<file path="src/rtl/rrs_pkg.sv">
// Shared types and constants for the round-robin slice scheduler.
// No dependencies; every other rtl file imports this package.
package rrs_pkg;

	// table geometry
	localparam int MAX_PROCS = 16;
	localparam int IDX_W     = $clog2(MAX_PROCS);
	localparam int CNT_W     = $clog2(MAX_PROCS + 1);

	// field widths
	localparam int TIME_W = 16;
	localparam int CLK_W  = 20;
	localparam int SUM_W  = 24;
	localparam int PNUM_W = 5;
	localparam int REQ_W  = 2;
	localparam int STAT_W = 2;

	// saturation limits
	localparam logic [CLK_W-1:0] CLOCK_MAX = {CLK_W{1'b1}};
	localparam logic [SUM_W-1:0] SUM_MAX   = {SUM_W{1'b1}};

	localparam logic [TIME_W-1:0] QUANTUM_RST = TIME_W'(4);

	// request codes; the unused code falls to default arms
	typedef enum logic [REQ_W-1:0] {
		REQ_LOAD  = 2'd0,
		REQ_STEP  = 2'd1,
		REQ_CLEAR = 2'd2
	} req_t;

	// result status codes
	typedef enum logic [STAT_W-1:0] {
		STAT_OK    = 2'd0,
		STAT_FULL  = 2'd1,
		STAT_EMPTY = 2'd2
	} stat_t;

	// controller states
	typedef enum logic [2:0] {
		S_IDLE,
		S_DECODE,
		S_SCAN,
		S_RUN,
		S_FINISH,
		S_ACCUM,
		S_EMIT
	} state_t;

	// controller -> datapath commands
	typedef struct packed {
		logic capture;
		logic load;
		logic clear;
		logic none;
		logic scan_adv;
		logic run;
		logic finish;
		logic accum;
		logic emit;
	} cmd_t;

	// datapath -> controller status
	typedef struct packed {
		req_t req;
		logic no_work;
		logic hit;
	} sts_t;

endpackage

</file>
<file path="src/rtl/rrs_ctrl.sv">
// Controller state machine of the round-robin slice scheduler.
// Depends on rrs_pkg; drives rrs_dp through cmd_t and reads sts_t.
module rrs_ctrl
	import rrs_pkg::*;
(
	input  logic   clk,
	input  logic   arst_n,
	input  logic   in_valid,
	output logic   in_ready,
	output logic   out_valid,
	input  logic   out_ready,
	input  sts_t   sts,
	output cmd_t   cmd
);

	state_t state_q, state_d;
	logic   out_valid_q;

	// state register
	always_ff @(posedge clk or negedge arst_n) begin
		if (!arst_n) begin
			state_q <= S_IDLE;
		end else begin
			state_q <= state_d;
		end
	end

	// output beat valid: set on emit, drop once taken
	always_ff @(posedge clk or negedge arst_n) begin
		if (!arst_n) begin
			out_valid_q <= 1'b0;
		end else if (cmd.emit) begin
			out_valid_q <= 1'b1;
		end else if (out_ready) begin
			out_valid_q <= 1'b0;
		end
	end

	assign out_valid = out_valid_q;

	// next state and commands
	always_comb begin
		state_d  = state_q;
		cmd      = '0;
		in_ready = 1'b0;
		unique case (state_q)
			S_IDLE: begin
				in_ready = 1'b1;
				if (in_valid) begin
					cmd.capture = 1'b1;
					state_d     = S_DECODE;
				end
			end
			S_DECODE: begin
				unique case (sts.req)
					REQ_LOAD: begin
						cmd.load = 1'b1;
						state_d  = S_EMIT;
					end
					REQ_CLEAR: begin
						cmd.clear = 1'b1;
						state_d   = S_EMIT;
					end
					REQ_STEP: begin
						if (sts.no_work) begin
							cmd.none = 1'b1;
							state_d  = S_EMIT;
						end else begin
							state_d = S_SCAN;
						end
					end
					default: begin
						state_d = S_EMIT;
					end
				endcase
			end
			S_SCAN: begin
				// walk one entry per cycle until one has work left
				if (sts.hit) begin
					state_d = S_RUN;
				end else begin
					cmd.scan_adv = 1'b1;
				end
			end
			S_RUN: begin
				cmd.run = 1'b1;
				state_d = S_FINISH;
			end
			S_FINISH: begin
				cmd.finish = 1'b1;
				state_d    = S_ACCUM;
			end
			S_ACCUM: begin
				cmd.accum = 1'b1;
				state_d   = S_EMIT;
			end
			S_EMIT: begin
				// hold until the output register is free
				if (!out_valid_q || out_ready) begin
					cmd.emit = 1'b1;
					state_d  = S_IDLE;
				end
			end
			default: begin
				state_d = S_IDLE;
			end
		endcase
	end

endmodule

</file>
<file path="src/rtl/rrs_dp.sv">
// Datapath of the round-robin slice scheduler: burst tables, clock,
// totals, result registers and output register. Depends on rrs_pkg.
module rrs_dp
	import rrs_pkg::*;
(
	input  logic              clk,
	input  logic              arst_n,
	input  cmd_t              cmd,
	output sts_t              sts,
	input  logic              cfg_we,
	input  logic [TIME_W-1:0] cfg_wdata,
	input  logic [REQ_W-1:0]  req_type,
	input  logic [TIME_W-1:0] burst_time,
	output logic [STAT_W-1:0] status,
	output logic [PNUM_W-1:0] proc_number,
	output logic [TIME_W-1:0] slice_length,
	output logic [CLK_W-1:0]  slice_end,
	output logic              finished,
	output logic [CLK_W-1:0]  turnaround,
	output logic [CLK_W-1:0]  waiting,
	output logic              all_done,
	output logic [SUM_W-1:0]  total_turnaround,
	output logic [SUM_W-1:0]  total_waiting
);

	// burst tables, no reset: entries at or above the count are never read
	logic [TIME_W-1:0] rem_q  [MAX_PROCS];
	logic [TIME_W-1:0] orig_q [MAX_PROCS];

	// architectural state
	logic [TIME_W-1:0] quantum_q;
	logic [CNT_W-1:0]  proc_cnt_q;
	logic [CNT_W-1:0]  active_q;
	logic [IDX_W-1:0]  cursor_q;
	logic [CLK_W-1:0]  clock_q;
	logic [SUM_W-1:0]  sum_tat_q;
	logic [SUM_W-1:0]  sum_wt_q;

	// per-request working registers
	req_t              req_q;
	logic [TIME_W-1:0] burst_q;
	logic [IDX_W-1:0]  scan_idx_q;
	stat_t             res_stat_q;
	logic [PNUM_W-1:0] res_pnum_q;
	logic [TIME_W-1:0] res_slen_q;
	logic              res_fin_q;
	logic [CLK_W-1:0]  res_tat_q;
	logic [CLK_W-1:0]  res_wt_q;

	// output register
	logic [STAT_W-1:0] o_stat_q;
	logic [PNUM_W-1:0] o_pnum_q;
	logic [TIME_W-1:0] o_slen_q;
	logic [CLK_W-1:0]  o_end_q;
	logic              o_fin_q;
	logic [CLK_W-1:0]  o_tat_q;
	logic [CLK_W-1:0]  o_wt_q;
	logic              o_done_q;
	logic [SUM_W-1:0]  o_sum_tat_q;
	logic [SUM_W-1:0]  o_sum_wt_q;

	logic              full;
	logic [IDX_W-1:0]  load_idx;
	logic [TIME_W-1:0] rem_rd;
	logic [TIME_W-1:0] orig_rd;
	logic [TIME_W-1:0] q_eff;
	logic [TIME_W-1:0] slen;
	logic [CNT_W-1:0]  idx_inc;
	logic [IDX_W-1:0]  idx_next;
	logic [CLK_W:0]    clk_sum;
	logic [CLK_W-1:0]  orig_ext;
	logic [CLK_W-1:0]  wt;
	logic [SUM_W:0]    tat_sum;
	logic [SUM_W:0]    wt_sum;

	// table access and slice arithmetic
	always_comb begin
		full     = (proc_cnt_q == CNT_W'(MAX_PROCS));
		load_idx = proc_cnt_q[IDX_W-1:0];
		rem_rd   = rem_q[scan_idx_q];
		orig_rd  = orig_q[scan_idx_q];
		q_eff    = (quantum_q == '0) ? TIME_W'(1) : quantum_q;
		slen     = (rem_rd < q_eff) ? rem_rd : q_eff;
		idx_inc  = CNT_W'(scan_idx_q) + CNT_W'(1);
		idx_next = (idx_inc == proc_cnt_q) ? '0 : idx_inc[IDX_W-1:0];
		clk_sum  = {1'b0, clock_q} + (CLK_W+1)'(slen);
		orig_ext = CLK_W'(orig_rd);
		wt       = (clock_q >= orig_ext) ? (clock_q - orig_ext) : '0;
		tat_sum  = {1'b0, sum_tat_q} + (SUM_W+1)'(res_tat_q);
		wt_sum   = {1'b0, sum_wt_q} + (SUM_W+1)'(res_wt_q);
	end

	assign sts.req     = req_q;
	assign sts.no_work = (active_q == '0);
	assign sts.hit     = (rem_rd != '0);

	// table writes: append on load, shrink remaining time on run
	always_ff @(posedge clk) begin
		if (cmd.load && !full) begin
			rem_q[load_idx]  <= burst_q;
			orig_q[load_idx] <= burst_q;
		end else if (cmd.run) begin
			rem_q[scan_idx_q] <= rem_rd - slen;
		end
	end

	// quantum register
	always_ff @(posedge clk or negedge arst_n) begin
		if (!arst_n) begin
			quantum_q <= QUANTUM_RST;
		end else if (cfg_we) begin
			quantum_q <= cfg_wdata;
		end
	end

	// scheduler state: count, live entries, cursor, clock, totals
	always_ff @(posedge clk or negedge arst_n) begin
		if (!arst_n) begin
			proc_cnt_q <= '0;
			active_q   <= '0;
			cursor_q   <= '0;
			clock_q    <= '0;
			sum_tat_q  <= '0;
			sum_wt_q   <= '0;
		end else if (cmd.clear) begin
			proc_cnt_q <= '0;
			active_q   <= '0;
			cursor_q   <= '0;
			clock_q    <= '0;
			sum_tat_q  <= '0;
			sum_wt_q   <= '0;
		end else begin
			if (cmd.load && !full) begin
				proc_cnt_q <= proc_cnt_q + CNT_W'(1);
				if (burst_q != '0) begin
					active_q <= active_q + CNT_W'(1);
				end
			end
			if (cmd.run) begin
				cursor_q <= idx_next;
				clock_q  <= clk_sum[CLK_W] ? CLOCK_MAX : clk_sum[CLK_W-1:0];
			end
			if (cmd.finish && res_fin_q) begin
				active_q <= active_q - CNT_W'(1);
			end
			if (cmd.accum && res_fin_q) begin
				sum_tat_q <= tat_sum[SUM_W] ? SUM_MAX : tat_sum[SUM_W-1:0];
				sum_wt_q  <= wt_sum[SUM_W] ? SUM_MAX : wt_sum[SUM_W-1:0];
			end
		end
	end

	// per-request registers
	always_ff @(posedge clk) begin
		if (cmd.capture) begin
			req_q      <= req_t'(req_type);
			burst_q    <= burst_time;
			scan_idx_q <= cursor_q;
			res_stat_q <= STAT_OK;
			res_pnum_q <= '0;
			res_slen_q <= '0;
			res_fin_q  <= 1'b0;
			res_tat_q  <= '0;
			res_wt_q   <= '0;
		end else begin
			if (cmd.load && full) begin
				res_stat_q <= STAT_FULL;
			end
			if (cmd.none) begin
				res_stat_q <= STAT_EMPTY;
			end
			if (cmd.scan_adv) begin
				scan_idx_q <= idx_next;
			end
			if (cmd.run) begin
				res_pnum_q <= PNUM_W'(scan_idx_q) + PNUM_W'(1);
				res_slen_q <= slen;
				res_fin_q  <= (rem_rd == slen);
			end
			if (cmd.finish && res_fin_q) begin
				res_tat_q <= clock_q;
				res_wt_q  <= wt;
			end
		end
	end

	// output register: snapshot of the result and the state after it
	always_ff @(posedge clk) begin
		if (cmd.emit) begin
			o_stat_q    <= res_stat_q;
			o_pnum_q    <= res_pnum_q;
			o_slen_q    <= res_slen_q;
			o_end_q     <= clock_q;
			o_fin_q     <= res_fin_q;
			o_tat_q     <= res_tat_q;
			o_wt_q      <= res_wt_q;
			o_done_q    <= (active_q == '0);
			o_sum_tat_q <= sum_tat_q;
			o_sum_wt_q  <= sum_wt_q;
		end
	end

	assign status           = o_stat_q;
	assign proc_number      = o_pnum_q;
	assign slice_length     = o_slen_q;
	assign slice_end        = o_end_q;
	assign finished         = o_fin_q;
	assign turnaround       = o_tat_q;
	assign waiting          = o_wt_q;
	assign all_done         = o_done_q;
	assign total_turnaround = o_sum_tat_q;
	assign total_waiting    = o_sum_wt_q;

endmodule

</file>
<file path="src/rtl/round_robin_slice_scheduler.sv">
// Round-robin slice scheduler, top level: rrs_ctrl plus rrs_dp, uses rrs_pkg.
// Load, clear and unused requests go from accept through decode to emit.
// Step: decode, a scan of one entry per cycle past entries with no work left
// (0 to MAX_PROCS - 1 skipped), run, finish, accum, emit; with no work, decode to emit.
// Throughput: one request in flight; the next is taken once its result is registered.
// Reset (arst_n low): empty table, cursor, clock and totals zero, quantum 4.
module round_robin_slice_scheduler
	import rrs_pkg::*;
(
	input  logic              clk,
	input  logic              arst_n,
	input  logic              cfg_we,
	input  logic [TIME_W-1:0] cfg_wdata,
	input  logic              in_valid,
	output logic              in_ready,
	input  logic [REQ_W-1:0]  req_type,
	input  logic [TIME_W-1:0] burst_time,
	output logic              out_valid,
	input  logic              out_ready,
	output logic [STAT_W-1:0] status,
	output logic [PNUM_W-1:0] proc_number,
	output logic [TIME_W-1:0] slice_length,
	output logic [CLK_W-1:0]  slice_end,
	output logic              finished,
	output logic [CLK_W-1:0]  turnaround,
	output logic [CLK_W-1:0]  waiting,
	output logic              all_done,
	output logic [SUM_W-1:0]  total_turnaround,
	output logic [SUM_W-1:0]  total_waiting
);

	cmd_t cmd;
	sts_t sts;

	rrs_ctrl u_ctrl (
		.clk       (clk),
		.arst_n    (arst_n),
		.in_valid  (in_valid),
		.in_ready  (in_ready),
		.out_valid (out_valid),
		.out_ready (out_ready),
		.sts       (sts),
		.cmd       (cmd)
	);

	rrs_dp u_dp (
		.clk              (clk),
		.arst_n           (arst_n),
		.cmd              (cmd),
		.sts              (sts),
		.cfg_we           (cfg_we),
		.cfg_wdata        (cfg_wdata),
		.req_type         (req_type),
		.burst_time       (burst_time),
		.status           (status),
		.proc_number      (proc_number),
		.slice_length     (slice_length),
		.slice_end        (slice_end),
		.finished         (finished),
		.turnaround       (turnaround),
		.waiting          (waiting),
		.all_done         (all_done),
		.total_turnaround (total_turnaround),
		.total_waiting    (total_waiting)
	);

`ifndef NO_ASSERTIONS
	// one request in flight: no second beat right after an accept
	a_single_flight: assert property (@(posedge clk) disable iff (!arst_n)
		(in_valid && in_ready) |=> !in_ready)
		else $error("input accepted while a request is in flight");

	// an emitted result is visible on the next cycle
	a_emit_valid: assert property (@(posedge clk) disable iff (!arst_n)
		cmd.emit |=> out_valid)
		else $error("emitted result not presented");

	// a failed request names no process and runs no time
	a_no_slice: assert property (@(posedge clk) disable iff (!arst_n)
		(out_valid && status != STAT_OK) |-> (proc_number == '0 && slice_length == '0))
		else $error("non-ok result carries a slice");

	// a completed process ends at the slice end and never waits past it
	a_finish_time: assert property (@(posedge clk) disable iff (!arst_n)
		(out_valid && finished) |-> (turnaround == slice_end && waiting <= turnaround))
		else $error("finish times inconsistent");
`endif

endmodule
</file>
<file path="config.mk">
export PLATFORM = sky130hd
export DESIGN_NAME = round_robin_slice_scheduler
export DESIGN_NICKNAME = d
export VERILOG_FILES = /design/src/rtl/rrs_pkg.sv /design/src/rtl/rrs_ctrl.sv /design/src/rtl/rrs_dp.sv /design/src/rtl/round_robin_slice_scheduler.sv
export SDC_FILE = /design/constraint.sdc
export NUM_CORES = 1
export LEC_CHECK = 0
export ABC_AREA = 0
export BUFFER_PORTS_ARGS = -buffer_cell sky130_fd_sc_hd__buf_4
export CELL_PAD_IN_SITES_DETAIL_PLACEMENT = 0
export CELL_PAD_IN_SITES_GLOBAL_PLACEMENT = 1
export CORE_ASPECT_RATIO = 0.6
export CORE_UTILIZATION = 52
export CTS_CLUSTER_SIZE = 24
export DETAILED_ROUTE_END_ITERATION = 8
export GPL_TIMING_DRIVEN = 0
export PLACE_DENSITY = 0.85
export SLEW_MARGIN = 10
export SYNTH_ARGS = -nofsm -noshare
export SYNTH_HDL_FRONTEND = slang
export SYNTH_SLANG_ARGS = --single-unit
</file>
<file path="constraint.sdc">
create_clock -name clk -period 9.4 [get_ports clk]
set_input_delay 1.41 -clock clk [delete_from_list [all_inputs] [get_ports clk]]
set_output_delay 1.41 -clock clk [all_outputs]
set_load 0.005 [all_outputs]
</file>
==> key figures, run 1 <==
STA
  • Setup TNS: 0 ps
  • Final worst slack: 456 ps
  • Final Cycle Share: 95.1%
  • Min Tclk post-route: approximately 9000 ps
  • Peak Freq: around 110 MHz
  • Final setup viols: 0
  • Normalized max-slew margin: between 15 and 20%
  • Max Slew Vio Count: 0
  • RSZ-0062 raised after global routing: false
  • Slew @ Worst Pin: 1270 ps
  • Final Hold Fails: 0
  • Clock Skew: around 35 ps

GRT
  • Total congestion overflow: 0
  • Vias in the first global route: roughly 22000
  • Pin count of the biggest net entering global routing: 60
  • Tot GR Track Use: about 28%
  • Initial antenna violation count: 1
  • First-pass GRT wire length: around 140000 µm

Pwr
  • VDD IR-drop max: 0.000313 V
  • Pleak: ~15 nW
  • Cell Pwr Density: 344 nW/µm²

Finish
  • Fill count: 5063
  • Layout Nets: roughly 2800
  • Share of cells above drive strength 1: 20.1%
  • Area grow syn2layout: 15.6%
  • Multi-input gate area: between 10000 and 15000 µm²
  • Commonest non-fill, non-tap cell in the layout: edfxtp_1
  • Most frequent cells in the layout: 667 x edfxtp_1, 197 x a21oi_1, 183 x buf_4, 148 x mux4_2, 145 x nand2_1
  • Design area: between 40000 and 50000 µm²
  • Number of diodes: 0
  • Register Area: between 20000 and 25000 µm²
  • Finished Layout Cells: approximately 3600
  • Fin util: roughly three fifths

Placed design
  • IO buf count: between 150 and 200
  • Pre-CTS WS: ~120 ps
  • Placed cell area: 38900 µm²
  • Hpwl dp: between 60000 and 70000 µm
  • Placed cells: roughly 3500
  • GPL Wtd Cong: 0.926

Setup path
  • Critical Path AT: around 9200 ps
  • Crit path required time: about 9700 ps
  • Worst Setup Start Kind: flop
  • CP Capture Type: flop
  • Worst setup path category: reg2reg
  • Max FO, Critical Path: 16

Clocking
  • Clk sinks: between 800 and 900
  • CTS tree: done
  • Clock-pin slew on the worst setup and hold paths: approximately 70 ps
  • Clock Path Buffers: 3
  • Hold Buf Count CTS: 0
  • H-tree levels: 3
  • Cts bufs inserted: 77
  • Clock Latency Late Sink: 660 ps
  • Root Driver: clkbuf_16
  • Post-CTS setup buffers: 0

Yosys
  • Seq cells post-synth: around 840
  • Synth warnings: 0
  • Syn Nets: between 2000 and 3000
  • Avg Cell Area, Syn: 15.1 µm²
  • Mapped cell area: around 36000 µm²
  • Sequential area share after synthesis: 66.6%
  • Synth top area cells: edfxtp_1 56%, mux4_2 9.3%, dfrtp_1 7.0%, ha_1 3.8%, dfxtp_1 3.8%
  • Top_reg_cell synth: edfxtp_1
  • Yosys top cell by area: edfxtp_1
  • Post-synth cell types: between 70 and 80
  • Mapped Cells: about 2400
  • Share of the synthesized area in the top cell type: 55.7%
  • Post-synth ARST share: around 12%
  • Number of synthesized flops with an enable pin: roughly 670

Status
  • Status: finished clean

Detailed routing
  • Starting DRC count in detailed routing: roughly 2700
  • Final WL: between 90000 and 100000 µm
  • DRC: 0
  • Via-per-instance ratio: approximately 6.3
  • Routed length per instance: 26.8 µm
  • Antenna Nets Post-Route: 0
  • First-pass detailed-route iteration total: 5
  • Vias: between 20000 and 25000

Floorplanning
  • Chip Height: 206 µm
  • Die Area: ~70000 µm²
  • Num rows: between 70 and 80
  • Initial Utilization: 52.7%
  • IO Pins: 174
  • Core area: 68100 µm²
  • Die W: approximately 340 µm

Flow run
  • MaxCap Viol Count: 0

Worst hold path
  • Hold Path Class: reg2reg
## worst max-delay path, cell delays in order (launching register included)
cell and delay, ps:
dfxtp_1 310, buf_2 310, buf_4 270, buf_2 390, buf_2 460, mux4_2 410
mux2i_1 300, nand2_1 120, o21ai_1 450, inv_1 110, ha_1 340, nand4_1 90
or2_2 310, a221oi_1 250, a211o_1 220, buf_2 230, mux2i_1 520, ha_1 270
inv_1 70, fa_1 480, a21o_1 190, a21oi_1 220, o21bai_1 120, a2111oi_1 700
o31ai_1 190, a21oi_1 200, xor2_1 650, o21ai_2 370
## cell usage after synthesis (5+ instances only)
cell	count
a21oi_1	197
xnor2_1	43
or3_1	9
nand3_1	42
nand4_1	9
buf_1	16
o31ai_1	6
nand2_1	145
inv_1	85
a211oi_1	17
o21a_1	17
fa_1	6
and2_1	12
mux2i_1	27
dfrtp_1	101
a22oi_1	14
dfxtp_1	68
a31oi_1	45
and3_1	23
edfxtp_1	667
mux4_2	148
a21o_1	30
buf_2	16
o21bai_1	6
buf_4	6
o21ai_0	111
nor3_1	29
ha_1	110
o211ai_1	14
or2_2	11
nor4_1	12
nor2b_1	16
o22ai_1	5
mux2_2	8
a211o_1	6
nand2b_1	23
clkbuf_1	63
xor2_1	38
nor2_1	114
## layout make-up
cell class                      instances  area share, %
Tap cell                              912           2.75
Clock buffer                           93           4.97
Sequential cell                       837           57.7
Buffer                                105           1.11
Timing Repair Buffer                  199           4.32
Clock inverter                         49           1.26
Inverter                               88          0.795
Multi-Input combinational cell       1357           27.1
## state kept, by name, indices dropped and copies added (netlist names), 20 cells and up, named ones only
signal	cells
u_dp.orig_q	256
u_dp.res_tat_q	20
u_dp.waiting	20
u_dp.slice_end	20
u_dp.sum_wt_q	24
u_dp.turnaround	20
u_dp.total_waiting	24
u_dp.total_turnaround	24
u_dp.sum_tat_q	24
u_dp.res_wt_q	20
u_dp.clock_q	20
u_dp.rem_q	256
## through the flow
step	total power (W)	hold slack, ps
4_1_cts	0.0141	433
2_1_floorplan	0.00881	403
6_report	0.0143	433
3_3_place_gp	0.0107	416
5_1_grt	0.0149	440
3_5_place_dp	0.0108	418
## layer usage
layer / up-vias / global-route usage (%) / routed length (µm)
met5: - / 0 / 0
met4: 0 / 6.74 / 2000
met3: 153 / 9.35 / 12000
met2: 1360 / 40.1 / 42000
met1: 11400 / 41.0 / 41500
li1: 9818 / - / -
## repair_timing
action | 4_1_cts | 5_1_grt
pin swaps | 0 | 0
gates resized for setup | 1 | 6
setup endpoints to repair | 14 | 64
## power breakdown
part	internal [W]	switching [W]
clock network	0.00183	0.00141
registers	0.00474	0.000467
logic	0.00221	0.00361
## cell families (layout without fill, tap and decap cells)
group / Yosys count / count (layout) / share of synthesized area, %
mux: 187 / 187 / 10.4
xor+xnor: 81 / 81 / 1.97
compound gates: 511 / 511 / 8.50
flops: 837 / 837 / 66.6
simple gates: 462 / 462 / 6.09
buf+inv: 193 / 534 / 2.20
fa+ha+maj: 116 / 116 / 4.16
## path summary, 6_finish.rpt
| kind | start | to | slack, ps | depth (start not counted) |
|---|---|---|---|---|
| worst max register to register | flop | u_dp.rem_q[1][12] | 460 | 27 |
| min in group asynchronous | arst_n | u_dp.sum_tat_q[13] | 710 | 1 |
| worst min-delay path | u_dp.res_stat_q[0] | u_dp.status[0] | 430 | 0 |
| worst max-delay path | flop | u_dp.rem_q[1][12] | 460 | 27 |
| worst min register to register | u_dp.res_stat_q[0] | u_dp.status[0] | 430 | 0 |
| max in group asynchronous | arst_n | u_dp.quantum_q[2] | 7970 | 2 |
(Power assumes the default switching activity.)
==> run 2, diff against run 1 <==
- BUFFER_PORTS_ARGS: -buffer_cell sky130_fd_sc_hd__buf_4 -> -buffer_cell sky130_fd_sc_hd__buf_2
==> run 2 against run 1 <==
- flip-flop and latch count stayed put
- highest routed layer is now met5
- clock power is 3% lower
- final area is 1.5% lower
- die area stayed put
- sequential power hardly changed
- clock skew is 2.6 ps lower
- worst setup slack worse by 61 ps
- hold slack hardly changed
- largest cell class unchanged
- critical path type unchanged
==> key figures, run 2 (same netlist as run 1, synthesis figures left out) <==
Placed design
  • Pre-CTS WS: -124 ps (-245 ps)
  • Hpwl dp: 66500 µm (-1.2%)
  • IO buf count: 173 (unchanged)
  • GPL Wtd Cong: 0.921 (-0.56%)
  • Placed cells: 3494 (+0.029%)
  • Placed cell area: 38400 µm² (-1.3%)

Clocking
  • Root Driver: clkbuf_16
  • Hold Buf Count CTS: 0 (unchanged)
  • Cts bufs inserted: 77 (unchanged)
  • Clk sinks: 837 (unchanged)
  • Clock Latency Late Sink: 660 ps (about the same)
  • Clock-pin slew on the worst setup and hold paths: 60 ps (about the same)
  • CTS tree: done
  • H-tree levels: 3 (unchanged)
  • Post-CTS setup buffers: 0 (unchanged)
  • Clock Path Buffers: 3 (unchanged)

Status
  • Status: finished clean

Floorplanning
  • Die W: 341 µm (unchanged)
  • Chip Height: 206 µm (unchanged)
  • IO Pins: 174 (unchanged)
  • Core area: 68100 µm² (unchanged)
  • Initial Utilization: 52.7% (unchanged)
  • Die Area: 70200 µm² (unchanged)
  • Num rows: 74 (unchanged)

Finish
  • Multi-input gate area: 11300 µm² (about the same)
  • Commonest non-fill, non-tap cell in the layout: edfxtp_1
  • Register Area: 23900 µm² (unchanged)
  • Design area: 40900 µm² (-1.5%)
  • Most frequent cells in the layout: 667 x edfxtp_1, 197 x a21oi_1, 188 x buf_2, 148 x mux4_2, 145 x nand2_1
  • Area grow syn2layout: 13.9%
  • Finished Layout Cells: 3638 (-0.055%)
  • Fill count: 5040 (-0.45%)
  • Share of cells above drive strength 1: 19.6% (-0.45 points)
  • Largest regs: u_dp.orig_q (256), u_dp.rem_q (256)
  • Layout Nets: 2821 (+0.035%)

STA
  • Clock Skew: 32.4 ps (-2.65 ps)
  • Normalized max-slew margin: 15.0% (-0.055 points)
  • Min Tclk post-route: 9000 ps (+61.2 ps)
  • Final setup viols: 0 (unchanged)
  • Min Hold Slack: 432 ps (-0.426 ps)
  • Max Slew Vio Count: 0 (unchanged)
  • Final Cycle Share: 95.8% (+0.65 points)
  • Slew @ Worst Pin: 1280 ps (+0.826 ps)
  • Final Hold Fails: 0 (unchanged)
  • RSZ-0062 raised after global routing: false
  • Peak Freq: 111 MHz (-0.68%)
  • Final worst slack: 395 ps (-61.2 ps)

Pwr
  • Logic pwr share: 41.0% (+0.2 points)
  • Pleak: 14.9 nW (-1.5%)
  • Int Power: 0.00864 W (-1.6%)
  • Cell Pwr Density: 346 nW/µm² (+0.62%)
  • Seq pwr share: 36.8% (+0.3 points)
  • VDD IR-drop max: 0.000270 V (-14%)
  • Net Sw Frac: 38.9% (+0.44 points)
  • Psw: 0.00550 W (+0.28%)
  • Overall power: 0.0141 W (-0.86%)
  • Clock Power Share: 22.2% (-0.5 points)

Detailed routing
  • DR WL met2: 40500 µm (-3.6%)
  • Routed length per instance: 26.4 µm (-1.3%)
  • DRC: 0 (unchanged)
  • Vias: 22800 (+0.34%)
  • Starting DRC count in detailed routing: 2795 (+3.9%)
  • Top layer reached by signal wires: met5
  • Via-per-instance ratio: 6.28 (+0.40%)
  • First-pass detailed-route iteration total: 6 (+1)
  • Antenna Nets Post-Route: 0 (unchanged)
  • Wl on met1: 41100 µm (-1.0%)
  • Met3 routed WL: 12300 µm (+2.3%)
  • Final WL: 96200 µm (-1.3%)

Setup path
  • Crit path required time: 9690 ps (about the same)
  • CP Capture Type: flop
  • Worst Setup Start Kind: flop
  • Worst setup path category: reg2reg
  • Worst r2r path cells: 27 (unchanged)
  • Max FO, Critical Path: 16 (unchanged)
  • RR Endpoint: u_dp.rem_q[8][12]
  • Critical Path AT: 9290 ps (+60 ps)
  • Reg2reg setup slack: 400 ps (-60 ps)
  • Worst setup endpoint: u_dp.rem_q[8][12]

GRT
  • Vias in the first global route: 21500 (-1.5%)
  • Total congestion overflow: 0 (unchanged)
  • Tot GR Track Use: 27.6% (-0.39 points)
  • Pin count of the biggest net entering global routing: 60 (unchanged)
  • Initial antenna violation count: 2 (+1)
  • First-pass GRT wire length: 140000 µm (-1.5%)

Flow run
  • MaxCap Viol Count: 0 (unchanged)

Worst hold path
  • Hold Path Class: reg2reg
-- run 2: stage by stage --
| step | setup TNS (ps) | util [%] |
|---|---|---|
| final | 0 | 60.0 |
| after global routing | 0 | 60.0 |
| after CTS | 0 | 59.9 |
| after global placement | -74330 | 55.7 |
| after detailed placement | -2760 | 56.3 |
| after floorplan | 0 | - |
-- run 2: metal layers --
metal  track usage, %  up-vias
li1                 -     9814
met2             38.4     1340
met1             41.0    11500
met4             7.08        2
met5                0        -
met3             9.63      187
-- run 2: layout make-up --
class,count,share of cell area [%]
Antenna cell,1,0.00612
Buffer,105,1.13
Clock buffer,103,5.13
Clock inverter,35,0.905
Inverter,88,0.807
Multi-Input combinational cell,1357,27.5
Sequential cell,837,58.5
Tap cell,912,2.79
Timing Repair Buffer,200,3.18
-- run 2: how the worst min path moves through the flow --
stage / startpoint / end / slack (ps) / depth (start not counted)
global placement: u_dp.res_slen_q[0] / u_dp.slice_length[0] / 420 / 0
detailed placement: u_dp.res_slen_q[14] / u_dp.slice_length[14] / 420 / 0
floorplan: u_dp.res_slen_q[10] / u_dp.slice_length[10] / 400 / 0
CTS: u_dp.res_slen_q[14] / u_dp.slice_length[14] / 430 / 0
finish: u_dp.res_stat_q[1] / u_dp.status[1] / 430 / 0
global route: u_dp.res_stat_q[1] / u_dp.status[1] / 440 / 0
-- run 2: power groups by stage --
stage	logic [W]	clock network (W)	registers [W]
after global placement	0.00533	0	0.00529
after detailed placement	0.00552	0	0.00527
after CTS	0.00558	0.00317	0.00519
after floorplan	0.00374	0	0.00507
after global routing	0.00623	0.00330	0.00523
final	0.00580	0.00314	0.00520
-- run 2: timing repair --
item | 4_1_cts | 5_1_grt
gates cloned | 0 | 0
gates resized for setup | 3 | 6
endpoints found under the setup margin | 48 | 64
endpoints found under the hold margin | 0 | 0
-- run 2: critical path: stages, from the launching register on --
cell and delay, ps:
dfxtp_1 300, buf_2 320, buf_4 270, buf_2 400
buf_2 440, mux4_2 390, mux2i_1 310, nand2_1 90
o21ai_0 480, inv_1 220, ha_1 360, nand4_1 70
or2_2 320, a221oi_1 270, a211o_1 230, buf_2 230
mux2i_1 520, ha_1 260, inv_1 70, fa_1 460
a21o_1 180, a21oi_1 230, o21bai_1 120, a2111oi_1 720
o31ai_1 180, a21oi_1 200, xor2_1 670, o21ai_2 340
==> run 3, diff against run 2 <==
- RECOVER_POWER: default -> 100
==> run 3 against run 2 <==
- the flow now finishes with violations (max-capacitance violations, max-slew violations)
- routed wire length about the same
- hold slack better by 5.0 ps
- fmax down 0.21%
- utilization down 0.72 points
- die area unchanged
- clock skew up 2.9 ps
- non-clock buffer count unchanged
- clock-buffer cell count unchanged
- power down 0.51%
- largest cell class unchanged
- largest power group unchanged
==> key figures, run 3 (same netlist as run 1, synthesis figures left out) <==
Setup path
  • Critical Path AT: 9340 ps (+50 ps)
  • CP Capture Type: flop
  • Max FO, Critical Path: 16 (unchanged)
  • Worst setup path category: reg2reg
  • Crit path required time: 9720 ps (+30 ps)
  • Reg2reg setup slack: 380 ps (-20 ps)
  • Worst Setup Start Kind: flop

Clocking
  • Post-CTS setup buffers: 0 (unchanged)
  • CTS tree: done
  • Clk sinks: 837 (unchanged)
  • Clock-pin slew on the worst setup and hold paths: 70 ps (about the same)
  • Clock Latency Late Sink: 660 ps (about the same)
  • H-tree levels: 3 (unchanged)
  • Hold Buf Count CTS: 0 (unchanged)
  • Cts bufs inserted: 77 (unchanged)
  • Clock Path Buffers: 3 (unchanged)
  • Root Driver: clkbuf_16

Detailed routing
  • Starting DRC count in detailed routing: 2854 (+2.1%)
  • Final WL: 96300 µm (about the same)
  • Antenna Nets Post-Route: 0 (unchanged)
  • Routed length per instance: 26.5 µm (+0.13%)
  • DRC: 0 (unchanged)
  • First-pass detailed-route iteration total: 5 (-1)
  • Via-per-instance ratio: 6.26 (-0.33%)
  • Vias: 22800 (-0.35%)

Placed design
  • IO buf count: 173 (unchanged)
  • Hpwl dp: 66500 µm (unchanged)
  • GPL Wtd Cong: 0.921 (unchanged)
  • Placed cells: 3494 (unchanged)
  • Placed cell area: 38400 µm² (unchanged)

STA
  • Normalized max-slew margin: -142% (-160 points)
  • Setup TNS: 0 ps (unchanged)
  • Clock Skew: 35.3 ps (+2.91 ps)
  • Max Slew Vio Count: 201 (+201)
  • Peak Freq: 111 MHz (-0.21%)
  • Min Hold Slack: 437 ps (+5.04 ps)
  • Final Hold Fails: 0 (unchanged)
  • Final Cycle Share: 96.0% (+0.20 points)
  • RSZ-0062 raised after global routing: false
  • Min Tclk post-route: 9020 ps (+18.6 ps)
  • Slew @ Worst Pin: 3630 ps (+2350 ps)
  • Final setup viols: 0 (unchanged)

GRT
  • Initial antenna violation count: 4 (+2)
  • Tot GR Track Use: 27.6% (unchanged)
  • First-pass GRT wire length: 140000 µm (unchanged)
  • Total congestion overflow: 0 (unchanged)
  • Pin count of the biggest net entering global routing: 60 (unchanged)
  • Vias in the first global route: 21500 (unchanged)

Floorplanning
  • Num rows: 74 (unchanged)
  • Die Area: 70200 µm² (unchanged)
  • Die W: 341 µm (unchanged)
  • Core area: 68100 µm² (unchanged)
  • Initial Utilization: 52.7% (unchanged)
  • Chip Height: 206 µm (unchanged)
  • IO Pins: 174 (unchanged)

Finish
  • Number of diodes: 0 (-1)
  • Fin util: 59.3% (-0.72 points)
  • Finished Layout Cells: 3637 (-0.027%)
  • Largest regs: u_dp.orig_q (256), u_dp.rem_q (256)
  • Share of cells above drive strength 1: 15.3% (-4.3 points)
  • Area grow syn2layout: 12.5%
  • Design area: 40400 µm² (-1.2%)
  • Layout Nets: 2821 (unchanged)
  • Most frequent cells in the layout: 667 x edfxtp_1, 198 x a21oi_1, 183 x clkbuf_1, 148 x mux4_2, 145 x nand2_1
  • Commonest non-fill, non-tap cell in the layout: edfxtp_1

Pwr
  • Pleak: 14.5 nW (-2.6%)
  • Cell Pwr Density: 348 nW/µm² (+0.70%)
  • Logic pwr share: 40.6% (-0.4 points)
  • VDD IR-drop max: 0.000272 V (+0.58%)
  • Psw: 0.00548 W (-0.32%)
  • Net Sw Frac: 39.0% (+0.075 points)
  • Clock Power Share: 22.4% (+0.2 points)
  • Seq pwr share: 37.0% (+0.2 points)
  • Int Power: 0.00859 W (-0.63%)

Status
  • Status: finished with violations
  • Violated checks: max-capacitance violations, max-slew violations

Flow run
  • MaxCap Viol Count: 9 (+9)

Worst hold path
  • Hold Path Class: reg2reg
[run 3: cell count changes in the layout (fill, tap and decap cells not counted), moves of 15 or more]
cell      change
clkbuf_1     +99
buf_2        -66
nor2_2       -16
nor2_1       +17
buf_8        -15
[run 3: area by class of cell]
cell class	count	area (µm²)
Timing Repair Buffer	200	885
Sequential cell	837	23900
Clock buffer	103	2100
Buffer	105	457
Inverter	88	330
Tap cell	912	1140
Multi-Input combinational cell	1357	11200
Clock inverter	35	370
Fill cell	5144	27700
[run 3: timing repair]
item / CTS / global route
endpoints found under the setup margin: 48 / 64
resized for setup: 3 / 6
gates cloned: 0 / 0
[run 3: layer usage]
metal | vias to the layer above | track usage [%] | wire length (µm)
li1 | 9798 | - | -
met1 | 11500 | 41.0 | 40900
met2 | 1286 | 38.4 | 40600
met3 | 179 | 9.63 | 12500
met4 | 7 | 7.08 | 2230
met5 | - | 0 | 63
[run 3: final timing paths]
kind	from	to	depth (start not counted)
max reg2reg	flop	u_dp.rem_q[9][14]	27
max in group asynchronous	arst_n	u_dp.quantum_q[1]	2
max	flop	u_dp.rem_q[9][14]	27
min in group asynchronous	arst_n	u_dp.sum_tat_q[11]	1
min reg2reg	u_dp.res_stat_q[1]	u_dp.status[1]	0
min	u_dp.res_stat_q[1]	u_dp.status[1]	0
[run 3: critical path: stages (launching register included)]
cell and delay (ps):
dfxtp_1 300, buf_2 310, buf_4 270, buf_2 410, buf_2 440, mux4_2 390, mux2i_1 320, nand2_1 100
o21ai_0 510, inv_1 240, ha_1 370, nand4_1 70, or2_2 320, a221oi_1 260, a211o_1 220, buf_2 230
mux2i_1 510, ha_1 260, inv_1 60, fa_1 460, a21o_1 170, a21oi_1 220, o21bai_1 120, a2111oi_1 700
nor2_1 180, a221oi_1 400, xor2_1 540, o21ai_2 280
[run 3: stage by stage]
step	total power (W)	setup WS, ps
finish	0.0141	377
global route	0.0147	75.2
CTS	0.0139	253
detailed placement	0.0108	-124
global placement	0.0106	-567
floorplan	0.00881	1640
[run 3: power by group through the flow]
stage	clock (W)	combinational (W)	sequential, W
floorplan	0	0.00374	0.00507
global placement	0	0.00533	0.00529
detailed placement	0	0.00552	0.00527
CTS	0.00317	0.00558	0.00519
global route	0.00330	0.00614	0.00525
finish	0.00315	0.00572	0.00521
